`src/sv/pdr_pkg.sv`:
```
// Package for the packet descriptor ring: action, status and step codes,
// and the command and status structs between controller and datapath.
// No dependencies.
`timescale 1ns / 1ps

package pdr_pkg;

  localparam int DEPTH_DEF       = 32;
  localparam int HANDLE_BITS_DEF = 32;
  localparam int LENGTH_BITS_DEF = 16;

  // Fixed widths of the drop count, byte total and entry count fields.
  localparam int TOTAL_W = 21;
  localparam int COUNT_W = 5;

  typedef enum logic [2:0] {
    ACT_PUSH  = 3'd0,
    ACT_PEEK  = 3'd1,
    ACT_POP   = 3'd2,
    ACT_DROP  = 3'd3,
    ACT_FLUSH = 3'd4
  } action_t;

  typedef enum logic [1:0] {
    ST_OK    = 2'd0,
    ST_EMPTY = 2'd1,
    ST_FULL  = 2'd2
  } status_t;

  // What the datapath does with the head slot and the indices on one result.
  typedef enum logic [2:0] {
    STEP_NOP,
    STEP_PUSH,
    STEP_PUSH_FULL,
    STEP_HEAD,
    STEP_EMPTY,
    STEP_POP,
    STEP_TRIM,
    STEP_FREE
  } step_t;

  typedef enum logic [1:0] {
    S_IDLE,
    S_EXEC,
    S_READ
  } state_t;

  typedef struct packed {
    logic  accept;
    logic  rd_en;
    logic  exec;
    step_t step;
    logic  last;
  } ctrl_cmd_t;

  typedef struct packed {
    logic [2:0] action;
    logic       empty;
    logic       full;
    logic       remain_zero;
    logic       len_gt;
    logic       rem_eq_len;
    logic       last_slot;
    logic       out_free;
  } dp_stat_t;

endpackage

```
`src/sv/pdr_ram.sv`:
```
// Generic single-write, single-read RAM with a registered read port.
// Depends on pdr_pkg for its default widths.
`timescale 1ns / 1ps

module pdr_ram #(
  parameter int WIDTH = pdr_pkg::HANDLE_BITS_DEF,
  parameter int DEPTH = pdr_pkg::DEPTH_DEF
) (
  input  logic                     clk,
  input  logic                     wr_en,
  input  logic [$clog2(DEPTH)-1:0] wr_addr,
  input  logic [WIDTH-1:0]         wr_data,
  input  logic                     rd_en,
  input  logic [$clog2(DEPTH)-1:0] rd_addr,
  output logic [WIDTH-1:0]         rd_data
);

  logic [WIDTH-1:0] mem [DEPTH];

  always_ff @(posedge clk) begin
    if (wr_en) begin
      mem[wr_addr] <= wr_data;
    end
    if (rd_en) begin
      rd_data <= mem[rd_addr];
    end
  end

endmodule

```
`src/sv/pdr_ctrl.sv`:
```
// Controller state machine for the descriptor ring: sequences accept,
// head reads and result steps. Depends on pdr_pkg.
`timescale 1ns / 1ps

module pdr_ctrl (
  input  logic                clk,
  input  logic                rst_n,
  input  logic                in_valid,
  output logic                in_ready,
  input  pdr_pkg::dp_stat_t   stat,
  output pdr_pkg::ctrl_cmd_t  cmd
);

  pdr_pkg::state_t state_r, state_nxt;

  always_ff @(posedge clk) begin
    if (!rst_n) begin
      state_r <= pdr_pkg::S_IDLE;
    end else begin
      state_r <= state_nxt;
    end
  end

  always_comb begin
    state_nxt  = state_r;
    in_ready   = 1'b0;
    cmd.accept = 1'b0;
    cmd.rd_en  = 1'b0;
    cmd.exec   = 1'b0;
    cmd.step   = pdr_pkg::STEP_NOP;
    cmd.last   = 1'b1;
    unique case (state_r)
      pdr_pkg::S_IDLE: begin
        in_ready = 1'b1;
        if (in_valid) begin
          cmd.accept = 1'b1;
          cmd.rd_en  = 1'b1;
          state_nxt  = pdr_pkg::S_EXEC;
        end
      end
      pdr_pkg::S_READ: begin
        cmd.rd_en = 1'b1;
        state_nxt = pdr_pkg::S_EXEC;
      end
      pdr_pkg::S_EXEC: begin
        if (stat.out_free) begin
          cmd.exec = 1'b1;
          case (pdr_pkg::action_t'(stat.action))
            pdr_pkg::ACT_PUSH: begin
              cmd.step = stat.full ? pdr_pkg::STEP_PUSH_FULL : pdr_pkg::STEP_PUSH;
            end
            pdr_pkg::ACT_PEEK: begin
              cmd.step = stat.empty ? pdr_pkg::STEP_EMPTY : pdr_pkg::STEP_HEAD;
            end
            pdr_pkg::ACT_POP: begin
              cmd.step = stat.empty ? pdr_pkg::STEP_EMPTY : pdr_pkg::STEP_POP;
            end
            pdr_pkg::ACT_DROP: begin
              // The loop only carries on with bytes left and a head present,
              // so the empty or zero case is always the first result.
              if (stat.empty) begin
                cmd.step = pdr_pkg::STEP_EMPTY;
              end else if (stat.remain_zero) begin
                cmd.step = pdr_pkg::STEP_HEAD;
              end else if (stat.len_gt) begin
                cmd.step = pdr_pkg::STEP_TRIM;
              end else begin
                cmd.step = pdr_pkg::STEP_FREE;
                cmd.last = stat.rem_eq_len || stat.last_slot;
              end
            end
            pdr_pkg::ACT_FLUSH: begin
              if (stat.empty) begin
                cmd.step = pdr_pkg::STEP_EMPTY;
              end else begin
                cmd.step = pdr_pkg::STEP_FREE;
                cmd.last = stat.last_slot;
              end
            end
            default: begin
              cmd.step = pdr_pkg::STEP_NOP;
            end
          endcase
          state_nxt = cmd.last ? pdr_pkg::S_IDLE : pdr_pkg::S_READ;
        end
      end
      default: begin
        state_nxt = pdr_pkg::S_IDLE;
      end
    endcase
  end

endmodule

```
`src/sv/pdr_dp.sv`:
```
// Datapath of the descriptor ring: handle and length stores, ring indices,
// byte total, drop remainder and the result register. Depends on pdr_pkg
// and pdr_ram.
`timescale 1ns / 1ps

module pdr_dp #(
  parameter int DEPTH       = pdr_pkg::DEPTH_DEF,
  parameter int HANDLE_BITS = pdr_pkg::HANDLE_BITS_DEF,
  parameter int LENGTH_BITS = pdr_pkg::LENGTH_BITS_DEF
) (
  input  logic                         clk,
  input  logic                         rst_n,
  input  logic [2:0]                   in_action,
  input  logic [HANDLE_BITS-1:0]       in_handle_in,
  input  logic [LENGTH_BITS-1:0]       in_length_in,
  input  logic [pdr_pkg::TOTAL_W-1:0]  in_drop_count,
  input  logic                         out_ready,
  output logic                         out_valid,
  output logic [1:0]                   out_status,
  output logic [HANDLE_BITS-1:0]       out_handle_out,
  output logic [LENGTH_BITS-1:0]       out_length_out,
  output logic                         out_freed,
  output logic [pdr_pkg::TOTAL_W-1:0]  out_byte_total,
  output logic [pdr_pkg::COUNT_W-1:0]  out_entry_count,
  output logic                         out_last,
  input  pdr_pkg::ctrl_cmd_t           cmd,
  output pdr_pkg::dp_stat_t            stat
);

  localparam int IDX_W = $clog2(DEPTH);
  localparam int TW    = pdr_pkg::TOTAL_W;
  localparam int CMP_W = (LENGTH_BITS > TW) ? LENGTH_BITS : TW;
  localparam int CNT_W = (IDX_W + 1 > pdr_pkg::COUNT_W) ? IDX_W + 1 : pdr_pkg::COUNT_W;
  localparam logic [IDX_W-1:0] LAST_IDX = IDX_W'(DEPTH - 1);

  logic [2:0]             action_r;
  logic [HANDLE_BITS-1:0] handle_r;
  logic [LENGTH_BITS-1:0] length_r;
  logic [TW-1:0]          remain_r, remain_nxt;
  logic [IDX_W-1:0]       wi_r, wi_nxt, ri_r, ri_nxt;
  logic [TW-1:0]          stored_r, stored_nxt;

  logic                   out_valid_r, out_valid_nxt;
  logic [1:0]             status_r, status_nxt;
  logic [HANDLE_BITS-1:0] handle_out_r, handle_out_nxt;
  logic [LENGTH_BITS-1:0] length_out_r, length_out_nxt;
  logic                   freed_r, freed_nxt;
  logic [TW-1:0]          total_r;
  logic [pdr_pkg::COUNT_W-1:0] count_r;
  logic                   last_r;

  logic [HANDLE_BITS-1:0] rd_handle;
  logic [LENGTH_BITS-1:0] rd_length;
  logic                   h_wr_en, l_wr_en;
  logic [IDX_W-1:0]       l_wr_addr;
  logic [LENGTH_BITS-1:0] l_wr_data;

  logic [IDX_W-1:0]       wi_inc, ri_inc;
  logic [CMP_W-1:0]       len_cmp, rem_cmp, trim_cmp, lin_cmp;
  logic [LENGTH_BITS-1:0] trim_len;
  logic [IDX_W:0]         diff;
  logic [CNT_W-1:0]       count_w;

  pdr_ram #(.WIDTH(HANDLE_BITS), .DEPTH(DEPTH)) u_handle_ram (
    .clk     (clk),
    .wr_en   (h_wr_en),
    .wr_addr (wi_r),
    .wr_data (handle_r),
    .rd_en   (cmd.rd_en),
    .rd_addr (ri_r),
    .rd_data (rd_handle)
  );

  pdr_ram #(.WIDTH(LENGTH_BITS), .DEPTH(DEPTH)) u_length_ram (
    .clk     (clk),
    .wr_en   (l_wr_en),
    .wr_addr (l_wr_addr),
    .wr_data (l_wr_data),
    .rd_en   (cmd.rd_en),
    .rd_addr (ri_r),
    .rd_data (rd_length)
  );

  assign wi_inc = (wi_r == LAST_IDX) ? '0 : wi_r + 1'b1;
  assign ri_inc = (ri_r == LAST_IDX) ? '0 : ri_r + 1'b1;

  assign len_cmp  = CMP_W'(rd_length);
  assign rem_cmp  = CMP_W'(remain_r);
  assign lin_cmp  = CMP_W'(length_r);
  assign trim_cmp = len_cmp - rem_cmp;
  assign trim_len = trim_cmp[LENGTH_BITS-1:0];

  assign stat.action      = action_r;
  assign stat.empty       = (ri_r == wi_r);
  assign stat.full        = (wi_inc == ri_r);
  assign stat.remain_zero = (remain_r == '0);
  assign stat.len_gt      = (len_cmp > rem_cmp);
  assign stat.rem_eq_len  = (len_cmp == rem_cmp);
  assign stat.last_slot   = (ri_inc == wi_r);
  assign stat.out_free    = !out_valid_r || out_ready;

  always_comb begin
    wi_nxt         = wi_r;
    ri_nxt         = ri_r;
    stored_nxt     = stored_r;
    remain_nxt     = remain_r;
    h_wr_en        = 1'b0;
    l_wr_en        = 1'b0;
    l_wr_addr      = wi_r;
    l_wr_data      = length_r;
    status_nxt     = pdr_pkg::ST_OK;
    handle_out_nxt = '0;
    length_out_nxt = '0;
    freed_nxt      = 1'b0;
    if (cmd.exec) begin
      case (cmd.step)
        pdr_pkg::STEP_PUSH: begin
          h_wr_en        = 1'b1;
          l_wr_en        = 1'b1;
          wi_nxt         = wi_inc;
          stored_nxt     = stored_r + lin_cmp[TW-1:0];
          handle_out_nxt = handle_r;
          length_out_nxt = length_r;
        end
        pdr_pkg::STEP_PUSH_FULL: begin
          status_nxt     = pdr_pkg::ST_FULL;
          handle_out_nxt = handle_r;
          length_out_nxt = length_r;
          freed_nxt      = 1'b1;
        end
        pdr_pkg::STEP_HEAD: begin
          handle_out_nxt = rd_handle;
          length_out_nxt = rd_length;
        end
        pdr_pkg::STEP_EMPTY: begin
          status_nxt = pdr_pkg::ST_EMPTY;
        end
        pdr_pkg::STEP_POP: begin
          ri_nxt         = ri_inc;
          stored_nxt     = stored_r - len_cmp[TW-1:0];
          handle_out_nxt = rd_handle;
          length_out_nxt = rd_length;
        end
        pdr_pkg::STEP_TRIM: begin
          l_wr_en        = 1'b1;
          l_wr_addr      = ri_r;
          l_wr_data      = trim_len;
          stored_nxt     = stored_r - remain_r;
          remain_nxt     = '0;
          handle_out_nxt = rd_handle;
          length_out_nxt = trim_len;
        end
        pdr_pkg::STEP_FREE: begin
          // On a flush the remainder is never looked at, so it may wrap.
          ri_nxt         = ri_inc;
          stored_nxt     = stored_r - len_cmp[TW-1:0];
          remain_nxt     = remain_r - len_cmp[TW-1:0];
          handle_out_nxt = rd_handle;
          length_out_nxt = rd_length;
          freed_nxt      = 1'b1;
        end
        default: begin
          status_nxt = pdr_pkg::ST_OK;
        end
      endcase
    end
  end

  // Entry count after this result, from the updated indices.
  always_comb begin
    diff = {1'b0, wi_nxt} - {1'b0, ri_nxt};
    if (wi_nxt < ri_nxt) begin
      diff = diff + (IDX_W + 1)'(DEPTH);
    end
    count_w = CNT_W'(diff);
  end

  always_comb begin
    if (cmd.exec) begin
      out_valid_nxt = 1'b1;
    end else if (out_ready) begin
      out_valid_nxt = 1'b0;
    end else begin
      out_valid_nxt = out_valid_r;
    end
  end

  always_ff @(posedge clk) begin
    if (!rst_n) begin
      wi_r        <= '0;
      ri_r        <= '0;
      stored_r    <= '0;
      out_valid_r <= 1'b0;
    end else begin
      wi_r        <= wi_nxt;
      ri_r        <= ri_nxt;
      stored_r    <= stored_nxt;
      out_valid_r <= out_valid_nxt;
    end
  end

  always_ff @(posedge clk) begin
    if (cmd.accept) begin
      action_r <= in_action;
      handle_r <= in_handle_in;
      length_r <= in_length_in;
      remain_r <= in_drop_count;
    end else begin
      remain_r <= remain_nxt;
    end
    if (cmd.exec) begin
      status_r     <= status_nxt;
      handle_out_r <= handle_out_nxt;
      length_out_r <= length_out_nxt;
      freed_r      <= freed_nxt;
      total_r      <= stored_nxt;
      count_r      <= count_w[pdr_pkg::COUNT_W-1:0];
      last_r       <= cmd.last;
    end
  end

  assign out_valid       = out_valid_r;
  assign out_status      = status_r;
  assign out_handle_out  = handle_out_r;
  assign out_length_out  = length_out_r;
  assign out_freed       = freed_r;
  assign out_byte_total  = total_r;
  assign out_entry_count = count_r;
  assign out_last        = last_r;

endmodule

```
`src/sv/packet_descriptor_ring_byte_drop_core.sv`:
```
// Top level of the packet descriptor ring with byte drop from the front.
// Depends on pdr_pkg, pdr_ctrl, pdr_dp and pdr_ram.
//
//   Channel | Handshake             | Payload
//   --------+-----------------------+--------------------------------------------
//   input   | in_valid / in_ready   | action, handle_in, length_in, drop_count
//   result  | out_valid / out_ready | status, handle_out, length_out, freed,
//           |                       | byte_total, entry_count, last
//
// Push, peek, pop and unused codes do a read of the head slot from the stores
// at accept, then the update and the result register load.
// Drop and flush do one head read and one update for each result.
// Reset clears the indices and byte total; the stores are not cleared, as
// only slots that have been written are ever used.
// A stalled result register holds the step in progress until it is taken.
`timescale 1ns / 1ps

module packet_descriptor_ring_byte_drop_core #(
  parameter int DEPTH       = pdr_pkg::DEPTH_DEF,
  parameter int HANDLE_BITS = pdr_pkg::HANDLE_BITS_DEF,
  parameter int LENGTH_BITS = pdr_pkg::LENGTH_BITS_DEF
) (
  input  logic                         clk,
  input  logic                         rst_n,
  input  logic                         in_valid,
  output logic                         in_ready,
  input  logic [2:0]                   in_action,
  input  logic [HANDLE_BITS-1:0]       in_handle_in,
  input  logic [LENGTH_BITS-1:0]       in_length_in,
  input  logic [pdr_pkg::TOTAL_W-1:0]  in_drop_count,
  output logic                         out_valid,
  input  logic                         out_ready,
  output logic [1:0]                   out_status,
  output logic [HANDLE_BITS-1:0]       out_handle_out,
  output logic [LENGTH_BITS-1:0]       out_length_out,
  output logic                         out_freed,
  output logic [pdr_pkg::TOTAL_W-1:0]  out_byte_total,
  output logic [pdr_pkg::COUNT_W-1:0]  out_entry_count,
  output logic                         out_last
);

  pdr_pkg::ctrl_cmd_t cmd;
  pdr_pkg::dp_stat_t  stat;

  pdr_ctrl u_ctrl (
    .clk      (clk),
    .rst_n    (rst_n),
    .in_valid (in_valid),
    .in_ready (in_ready),
    .stat     (stat),
    .cmd      (cmd)
  );

  pdr_dp #(
    .DEPTH       (DEPTH),
    .HANDLE_BITS (HANDLE_BITS),
    .LENGTH_BITS (LENGTH_BITS)
  ) u_dp (
    .clk             (clk),
    .rst_n           (rst_n),
    .in_action       (in_action),
    .in_handle_in    (in_handle_in),
    .in_length_in    (in_length_in),
    .in_drop_count   (in_drop_count),
    .out_ready       (out_ready),
    .out_valid       (out_valid),
    .out_status      (out_status),
    .out_handle_out  (out_handle_out),
    .out_length_out  (out_length_out),
    .out_freed       (out_freed),
    .out_byte_total  (out_byte_total),
    .out_entry_count (out_entry_count),
    .out_last        (out_last),
    .cmd             (cmd),
    .stat            (stat)
  );

endmodule
```
`config.mk`:
```
export PLATFORM = sky130hd
export DESIGN_NAME = packet_descriptor_ring_byte_drop_core
export DESIGN_NICKNAME = d
export VERILOG_FILES = /design/src/sv/pdr_pkg.sv /design/src/sv/pdr_ram.sv /design/src/sv/pdr_ctrl.sv /design/src/sv/pdr_dp.sv /design/src/sv/packet_descriptor_ring_byte_drop_core.sv
export SDC_FILE = /design/constraint.sdc
export NUM_CORES = 2
export LEC_CHECK = 0
export BUFFER_PORTS_ARGS = -buffer_cell sky130_fd_sc_hd__buf_2
export CORE_ASPECT_RATIO = 2
export CORE_MARGIN = 4
export CORE_UTILIZATION = 40
export DETAILED_ROUTE_END_ITERATION = 6
export SYNTH_ARGS = -nofsm -noshare
export SYNTH_HDL_FRONTEND = slang
export SYNTH_SLANG_ARGS = --single-unit
```
`constraint.sdc`:
```
create_clock -name clk -period 13 [get_ports clk]
set_input_delay 3.25 -clock clk [delete_from_list [all_inputs] [get_ports clk]]
set_output_delay 3.25 -clock clk [all_outputs]
set_load 0.05 [all_outputs]
```
== Word-level counts from Yosys, hierarchy flattened ==
Memory sizes are Yosys's and may differ from the RTL's. A register that Yosys moved wholly into a read port is not among the register bits.
Cells that the tools add are included.

* Output and inout bits: 80
* Latch bits: 0
* Memories kept: 2
* Input bits: 76
* Bits in writable memories: 1536
* ROM bits: 0
* Register bits after elaboration: 184

{| class="wikitable"
|+ Memories
! name !! depth !! width !! rd ports !! clocked after memory_dff !! write ports !! RTL line !! RTL
|-
| u_dp.u_handle_ram.mem || 32 || 32 || 1 || 1 || 1 || pdr_ram.sv:18 || <nowiki>logic [WIDTH-1:0] mem [DEPTH];</nowiki>
|-
| u_dp.u_length_ram.mem || 32 || 16 || 1 || 1 || 1 || pdr_ram.sv:18 ||
|}

* Reduce and logical (&&, ||, !) cells: 18
* Shifts and indexed selects: 0
* Add/subtract/negate cells: 9
* Bitwise operators: 0
* Eq/ne operators: 21
* $lt $le $gt $ge: 2
* Divide/modulo/power cells: 0
* Mux-type cells: 55
* Multipliers: 0

{| class="wikitable"
|+ Operators with widths
! operator !! count
|-
| one-hot mux 32 bit (2 select lines) || 1
|-
| two-way mux 21 bit || 3
|-
| one-hot mux 21 bit (3 select lines) || 1
|-
| two-way mux 5 bit || 11
|-
| one-hot mux 16 bit (3 select lines) || 1
|-
| one-hot mux 21 bit (2 select lines) || 1
|-
| subtractor 21 x 16 -> 21 bit || 2
|-
| two-way mux 16 bit || 2
|-
| adder 21 x 16 -> 21 bit || 1
|-
| equality test 16 x 21 -> 1 bit || 1
|-
| > comparator 16 x 21 -> 1 bit || 1
|-
| zero test 21 bit || 1
|-
| two-way mux 1 bit || 21
|-
| subtractor 21 bit || 1
|-
| subtractor 16 bit || 1
|-
| adder 5 x 1 -> 5 bit, second input constant || 3
|-
| equality test 3 bit, second input constant || 5
|-
| equality test 5 bit || 3
|-
| one-hot mux 3 bit (5 select lines) || 1
|-
| equality test 3 x 2 -> 1 bit, second input constant || 4
|-
| two-way mux 2 bit || 6
|-
| equality test 5 bit, second input constant || 2
|-
| two-way mux 3 bit || 3
|-
| OR reduction 2 bit || 4
|-
| other kinds (18) || 25
|}

== Longest topological paths before layout ==
* Depth in word-level cells: 19
* Depth in mapped cells: 26
* Depth with buffers taken out: 24

== Cells and area by module ==
A second synthesis with hierarchy kept.

* Cells, all modules: 4522
* Area total of the unflattened synthesis: 72791.1 µm²

{| class="wikitable"
|+ Modules (own cells, without submodules)
! module !! sequential area each (µm²) !! cells an instance !! area each (µm²) !! instances
|-
| pdr_ram (u_dp.u_handle_ram) || 31710.4 || 2260 || 40811.6 || 1
|-
| pdr_ram (u_dp.u_length_ram) || 15855.2 || 1143 || 20696.1 || 1
|-
| pdr_dp || 5144.9 || 1083 || 11003.1 || 1
|-
| pdr_ctrl || 40.0 || 36 || 280.3 || 1
|}

== Least setup slack after synthesis ==
OpenSTA, ideal clock, no wires.

* Kind: input port to flip-flop
* From: in out_ready
* To: reg u_dp.total_r[18] (netlist: u_dp.out_byte_total[18]), data pin
* Buffers on the path: 2
* Cell stages on the path: 20
* Required time: 12.738 ns
* Setup slack: 2.465 ns
* Data arrival time: 10.273 ns
* Cells stage by stage: nor2b_1 -> nor2_1 -> nand2_2 -> nor2b_1 -> clkbuf_1 -> nand3_2 -> clkbuf_1 -> o22ai_1 -> a21o_1 -> ha_1 -> inv_1 -> fa_1 -> a211oi_1 -> o21ai_0 -> a31oi_1 -> o21ai_0 -> a21oi_1 -> nor2b_1 -> xnor2_1 -> mux2_2

{| class="wikitable"
|+ RTL lines
! item !! RTL line !! RTL
|-
| from (decl) || packet_descriptor_ring_byte_drop_core.sv:32 || <nowiki>input logic out_ready,</nowiki>
|-
| to (signal assigned) || pdr_dp.sv:216 || <nowiki>total_r <= stored_nxt;</nowiki>
|-
| to (decl) || pdr_dp.sv:48 || <nowiki>logic [TW-1:0] total_r;</nowiki>
|}

==> flow_metrics.py <==
metrics = {
    "critical_path": {
        "timing.critical_path.buf_inv": 3,
        "timing.critical_path.slowest_cell_delay_ns": 0.49,
        "worst_setup_path_start_kind": "input port",
        "crit_slowest_cell": "sky130_fd_sc_hd__nor2_2",
        "path_delay_family": "compound AO/OA/AOI/OAI gates",
        "path_max_fanout": 34,
        "worst-r2r-cell-count": 23,
        "crit_path_cell_trace": "buf_2, nor2b_1, nor2_4, buf_4, nand3_1, nor3_2, nor2_2, a21o_1, ha_1, inv_1, fa_1, a211oi_1, o21ai_0, a31oi_1, o21ai_0, a21oi_1, a21oi_1, xor2_2, nand2_2, xnor2_1",
        "critical_path_arrival_ns": 7.63,
        "path_class": "input port to flop",
        "endpoint_kind": "flop",
        "critical_path_required_ns": 13.52,
        "r2r-start": "u_dp.rem_cmp[2]",
        "regToRegSetupSlack_ns": 6.39,
        "crit-reg2reg-capture": "u_dp.out_byte_total[20]",
    },
    "logic_synthesis": {
        "cell_count_after_synthesis": 3335,
        "postSynth.topFlopCell": "sky130_fd_sc_hd__edfxtp_1",
        "number_of_storage_elements_in_the_synthesis_netlist": 1768,
        "ys_async_sr_fraction_pct": 0,
        "synth_area_per_cell_um2": 21.16,
        "post_synth_instance_area_mm2": 0.07056,
        "number_of_flops_mapped_to_enable_cells_by_yosys": 1734,
        "yosysSeqAreaShare_pct": 74.76,
        "yosys_warnings": 0,
        "yosysUniqueCellTypes": 79,
        "synth_fp_nets": 3478,
    },
    "clocking": {
        "cts.htree.levels": 4,
        "clk_slew_on_worst_s_h_paths_ns": 0.06,
        "cts_made_buffers": 163,
        "cts_hold_repair_buffers": 0,
        "tritoncts": "yes",
        "clk-insertion-delay-late_ns": 0.79,
        "post_cts_resized": 0,
        "clockRootBuffer": "sky130_fd_sc_hd__clkbuf_16",
        "post_cts.repair.setup_buffers": 0,
        "cts_buffer_depth": 4,
        "cts_sinks": 1768,
    },
    "layout": {
        "layout_cell_share_with_drive_strength_beyond_1_pct": 29.56,
        "area.growth.synth_to_final_pct": 13.05,
        "finalCoreUtilization_pct": 45.55,
        "leading_cell_type_in_the_layout_fill_and_taps_excluded": "sky130_fd_sc_hd__edfxtp_1",
        "final_cell_mix": "sky130_fd_sc_hd__edfxtp_1, sky130_fd_sc_hd__mux4_2, sky130_fd_sc_hd__clkbuf_16",
        "final_nets": 3730,
    },
    "min_path": {
        "hold_path_class": "flop to flop",
        "worstHoldEndpoint": "u_dp.stored_r[20]",
        "min_delay_path_depth": 2,
        "hold_path_startpoint": "u_dp.stored_r[20]",
    },
    "timing": {
        "report.final.slew_viol_count": 0,
        "fin_tns_setup_ns": 0,
        "period_share_pct": 54.74,
        "finalSetupViolations": 0,
        "final_hold_viol_count": 0,
        "max_clock_freq_mhz": 140.5,
        "clock_skew_ns": 0.06940,
        "finalHoldWorstSlack_ns": 0.4882,
        "grt_setup_unrepaired": "no",
        "finalWorstSetupSlack_ns": 5.884,
        "maxSlewHeadroom_pct": 18.94,
        "period_needed_ns": 7.116,
        "worst_slew_pin_slew_ns": 1.208,
    },
    "grt": {
        "grt_start_max_net_pins": 136,
        "grt_antenna_before_repair": 5,
        "via_count_of_the_first_global_routing_pass": 36240,
        "overall_fraction_of_global_route_tracks_in_use_pct": 19.66,
        "first_pass_grt_wire_length_mm": 262.0,
        "grt_overflow": 0,
    },
    "placed_design": {
        "dp_slack_ns": 5.147,
        "placement.io_buffers": 155,
        "detailed_place_hpwl_mm": 107.2,
        "gp_congestion": 0.9202,
    },
    "drt": {
        "routed_wire_length_per_instance_um": 30.38,
        "top_layer_used": "met4",
        "routed-via-count": 34130,
        "totalWireLength_mm": 182.6,
        "routedLengthMet1_mm": 63.91,
        "detail_route.iter0.violations": 2817,
        "drt_pre_antenna_iters": 5,
        "postRouteAntennaNets": 0,
        "wl_met2_mm": 104.2,
        "met3RoutedLength_mm": 7.120,
        "vias_per_cell": 5.679,
        "drcViolationCount": 0,
    },
    "floorplanning": {
        "core-area_mm2": 0.1751,
        "fp.dieArea_mm2": 0.1836,
        "initial_utilization_pct": 40.29,
        "fp.dieH_um": 602.0,
        "fp-row-count": 217,
        "die_width_um": 305.0,
        "ios": 156,
    },
    "outcome": {
        "status": "finished clean",
    },
    "pwr": {
        "power_per_cell_area_mw_per_mm2": 143.3,
        "power.leakage_nw": 24.89,
        "max-vdd-ir-drop_mv": 0.1153,
        "post-layout-total-power_mw": 11.43,
    },
    "flow_run": {
        "timing.max_cap.violations": 0,
    },
}
## tightest hold or removal path, stage by stage, from the launching register on
cell                      delay (ns)
sky130_fd_sc_hd__dfxtp_1        0.32
sky130_fd_sc_hd__nand2_1        0.06
sky130_fd_sc_hd__mux2i_1        0.06
## cells in the mapped netlist (4+ instances only)
master                        n  area share [%]
sky130_fd_sc_hd__nor3_1      24            0.17
sky130_fd_sc_hd__buf_2       21            0.15
sky130_fd_sc_hd__mux2_2      55            0.88
sky130_fd_sc_hd__clkbuf_1   124            0.66
sky130_fd_sc_hd__xnor2_1     48            0.60
sky130_fd_sc_hd__nand2_2      4           0.035
sky130_fd_sc_hd__o21ai_1     16            0.11
sky130_fd_sc_hd__nand2b_1    15            0.13
sky130_fd_sc_hd__nand2_1     63            0.34
sky130_fd_sc_hd__a22o_1      36            0.45
sky130_fd_sc_hd__nand4_1      7           0.062
sky130_fd_sc_hd__xor2_1      32            0.40
sky130_fd_sc_hd__mux4_2     480              15
sky130_fd_sc_hd__nand3_1     13           0.092
sky130_fd_sc_hd__o21ai_0     40            0.28
sky130_fd_sc_hd__a221o_1     17            0.24
sky130_fd_sc_hd__o22ai_1     15            0.13
sky130_fd_sc_hd__nor2_1     136            0.72
sky130_fd_sc_hd__a21oi_1     60            0.43
sky130_fd_sc_hd__ha_1        63             1.1
sky130_fd_sc_hd__or3_1       13            0.12
sky130_fd_sc_hd__fa_1         4            0.11
sky130_fd_sc_hd__a21o_1      44            0.47
sky130_fd_sc_hd__dfxtp_1     34            0.96
sky130_fd_sc_hd__o21a_1      10            0.11
sky130_fd_sc_hd__and2_1      23            0.20
sky130_fd_sc_hd__buf_1       23            0.12
sky130_fd_sc_hd__mux2i_1      6           0.085
sky130_fd_sc_hd__nand3b_1     7           0.074
sky130_fd_sc_hd__nor4_1       9           0.080
sky130_fd_sc_hd__mux2_4      10            0.21
sky130_fd_sc_hd__inv_1       57            0.30
sky130_fd_sc_hd__o31ai_1      4           0.043
sky130_fd_sc_hd__nor2b_1      7           0.062
sky130_fd_sc_hd__edfxtp_1  1734              74
sky130_fd_sc_hd__a31oi_1     16            0.14
sky130_fd_sc_hd__a211oi_1     8           0.085
## cell families after synthesis
kind of cell | Yosys count | share of synthesized area (%)
multiplexers | 553 | 16.53
XOR/XNOR | 81 | 1.016
buffers and inverters | 229 | 1.271
AO/OA/AOI/OAI | 297 | 2.894
AND/OR/NAND/NOR | 340 | 2.302
flip-flops | 1768 | 74.76
adder cells (fa/ha/maj) | 67 | 1.231
## state kept, by name (all words and copies together) (netlist names)
name / flops
u_dp.stored_r: 21
u_dp.u_length_ram.rd_data: 16
u_dp.u_length_ram.mem: 512
u_dp.out_entry_count: 5
u_dp.u_handle_ram.rd_data: 32
u_dp.action_r: 3
u_dp.ri_r: 5
u_dp.u_handle_ram.mem: 1024
u_dp.wi_r: 5
u_ctrl.state_r: 2
u_dp.length_r: 16
u_dp.out_handle_out: 32
u_dp.out_status: 2
u_dp.out_byte_total: 21
u_dp.rem_cmp: 21
u_dp.out_length_out: 16
u_dp.handle_r: 32
u_dp.out_valid: 1
u_dp.out_freed: 1
u_dp.out_last: 1
## stage by stage
stage,instance area [um2],cells
6_report,79770,6010
5_1_grt,79770,6009
4_1_cts,79760,6007
3_5_place_dp,74660,5721
3_3_place_gp,74660,5721
2_1_floorplan,70560,3335
## worst max-delay path by stage
stage                   start                      end  depth (start not counted)
finish              out_ready  u_dp.out_byte_total[20]                         20
global placement    out_ready  u_dp.out_byte_total[20]                         20
CTS                 out_ready  u_dp.out_byte_total[20]                         20
detailed placement  out_ready  u_dp.out_byte_total[20]                         20
global route        out_ready  u_dp.out_byte_total[20]                         20
floorplan           out_ready  u_dp.out_byte_total[18]                         20
## per-layer routing
metal,track usage (%),vias to the layer above
met5,0,-
met4,7.487,0
met3,2.089,285
met2,38.20,969
met1,21.87,18510
li1,-,14360
## where the power goes
part	switching, mW	leakage [nW]	internal [mW]
combinational	0.244	6.38	0.117
sequential	0.0728	16.0	6.30
clock	2.05	2.52	2.64
## area by class of cell
class	instances	area, um2
Inverter	59	221.5
Tap cell	2299	2877
Fill cell	14650	95350
Multi-Input combinational cell	1338	17210
Sequential cell	1768	52770
Antenna cell	3	7.507
Clock inverter	92	893.4
Clock buffer	194	4215
Timing Repair Buffer	257	1579
(Power assumes the default switching activity.)
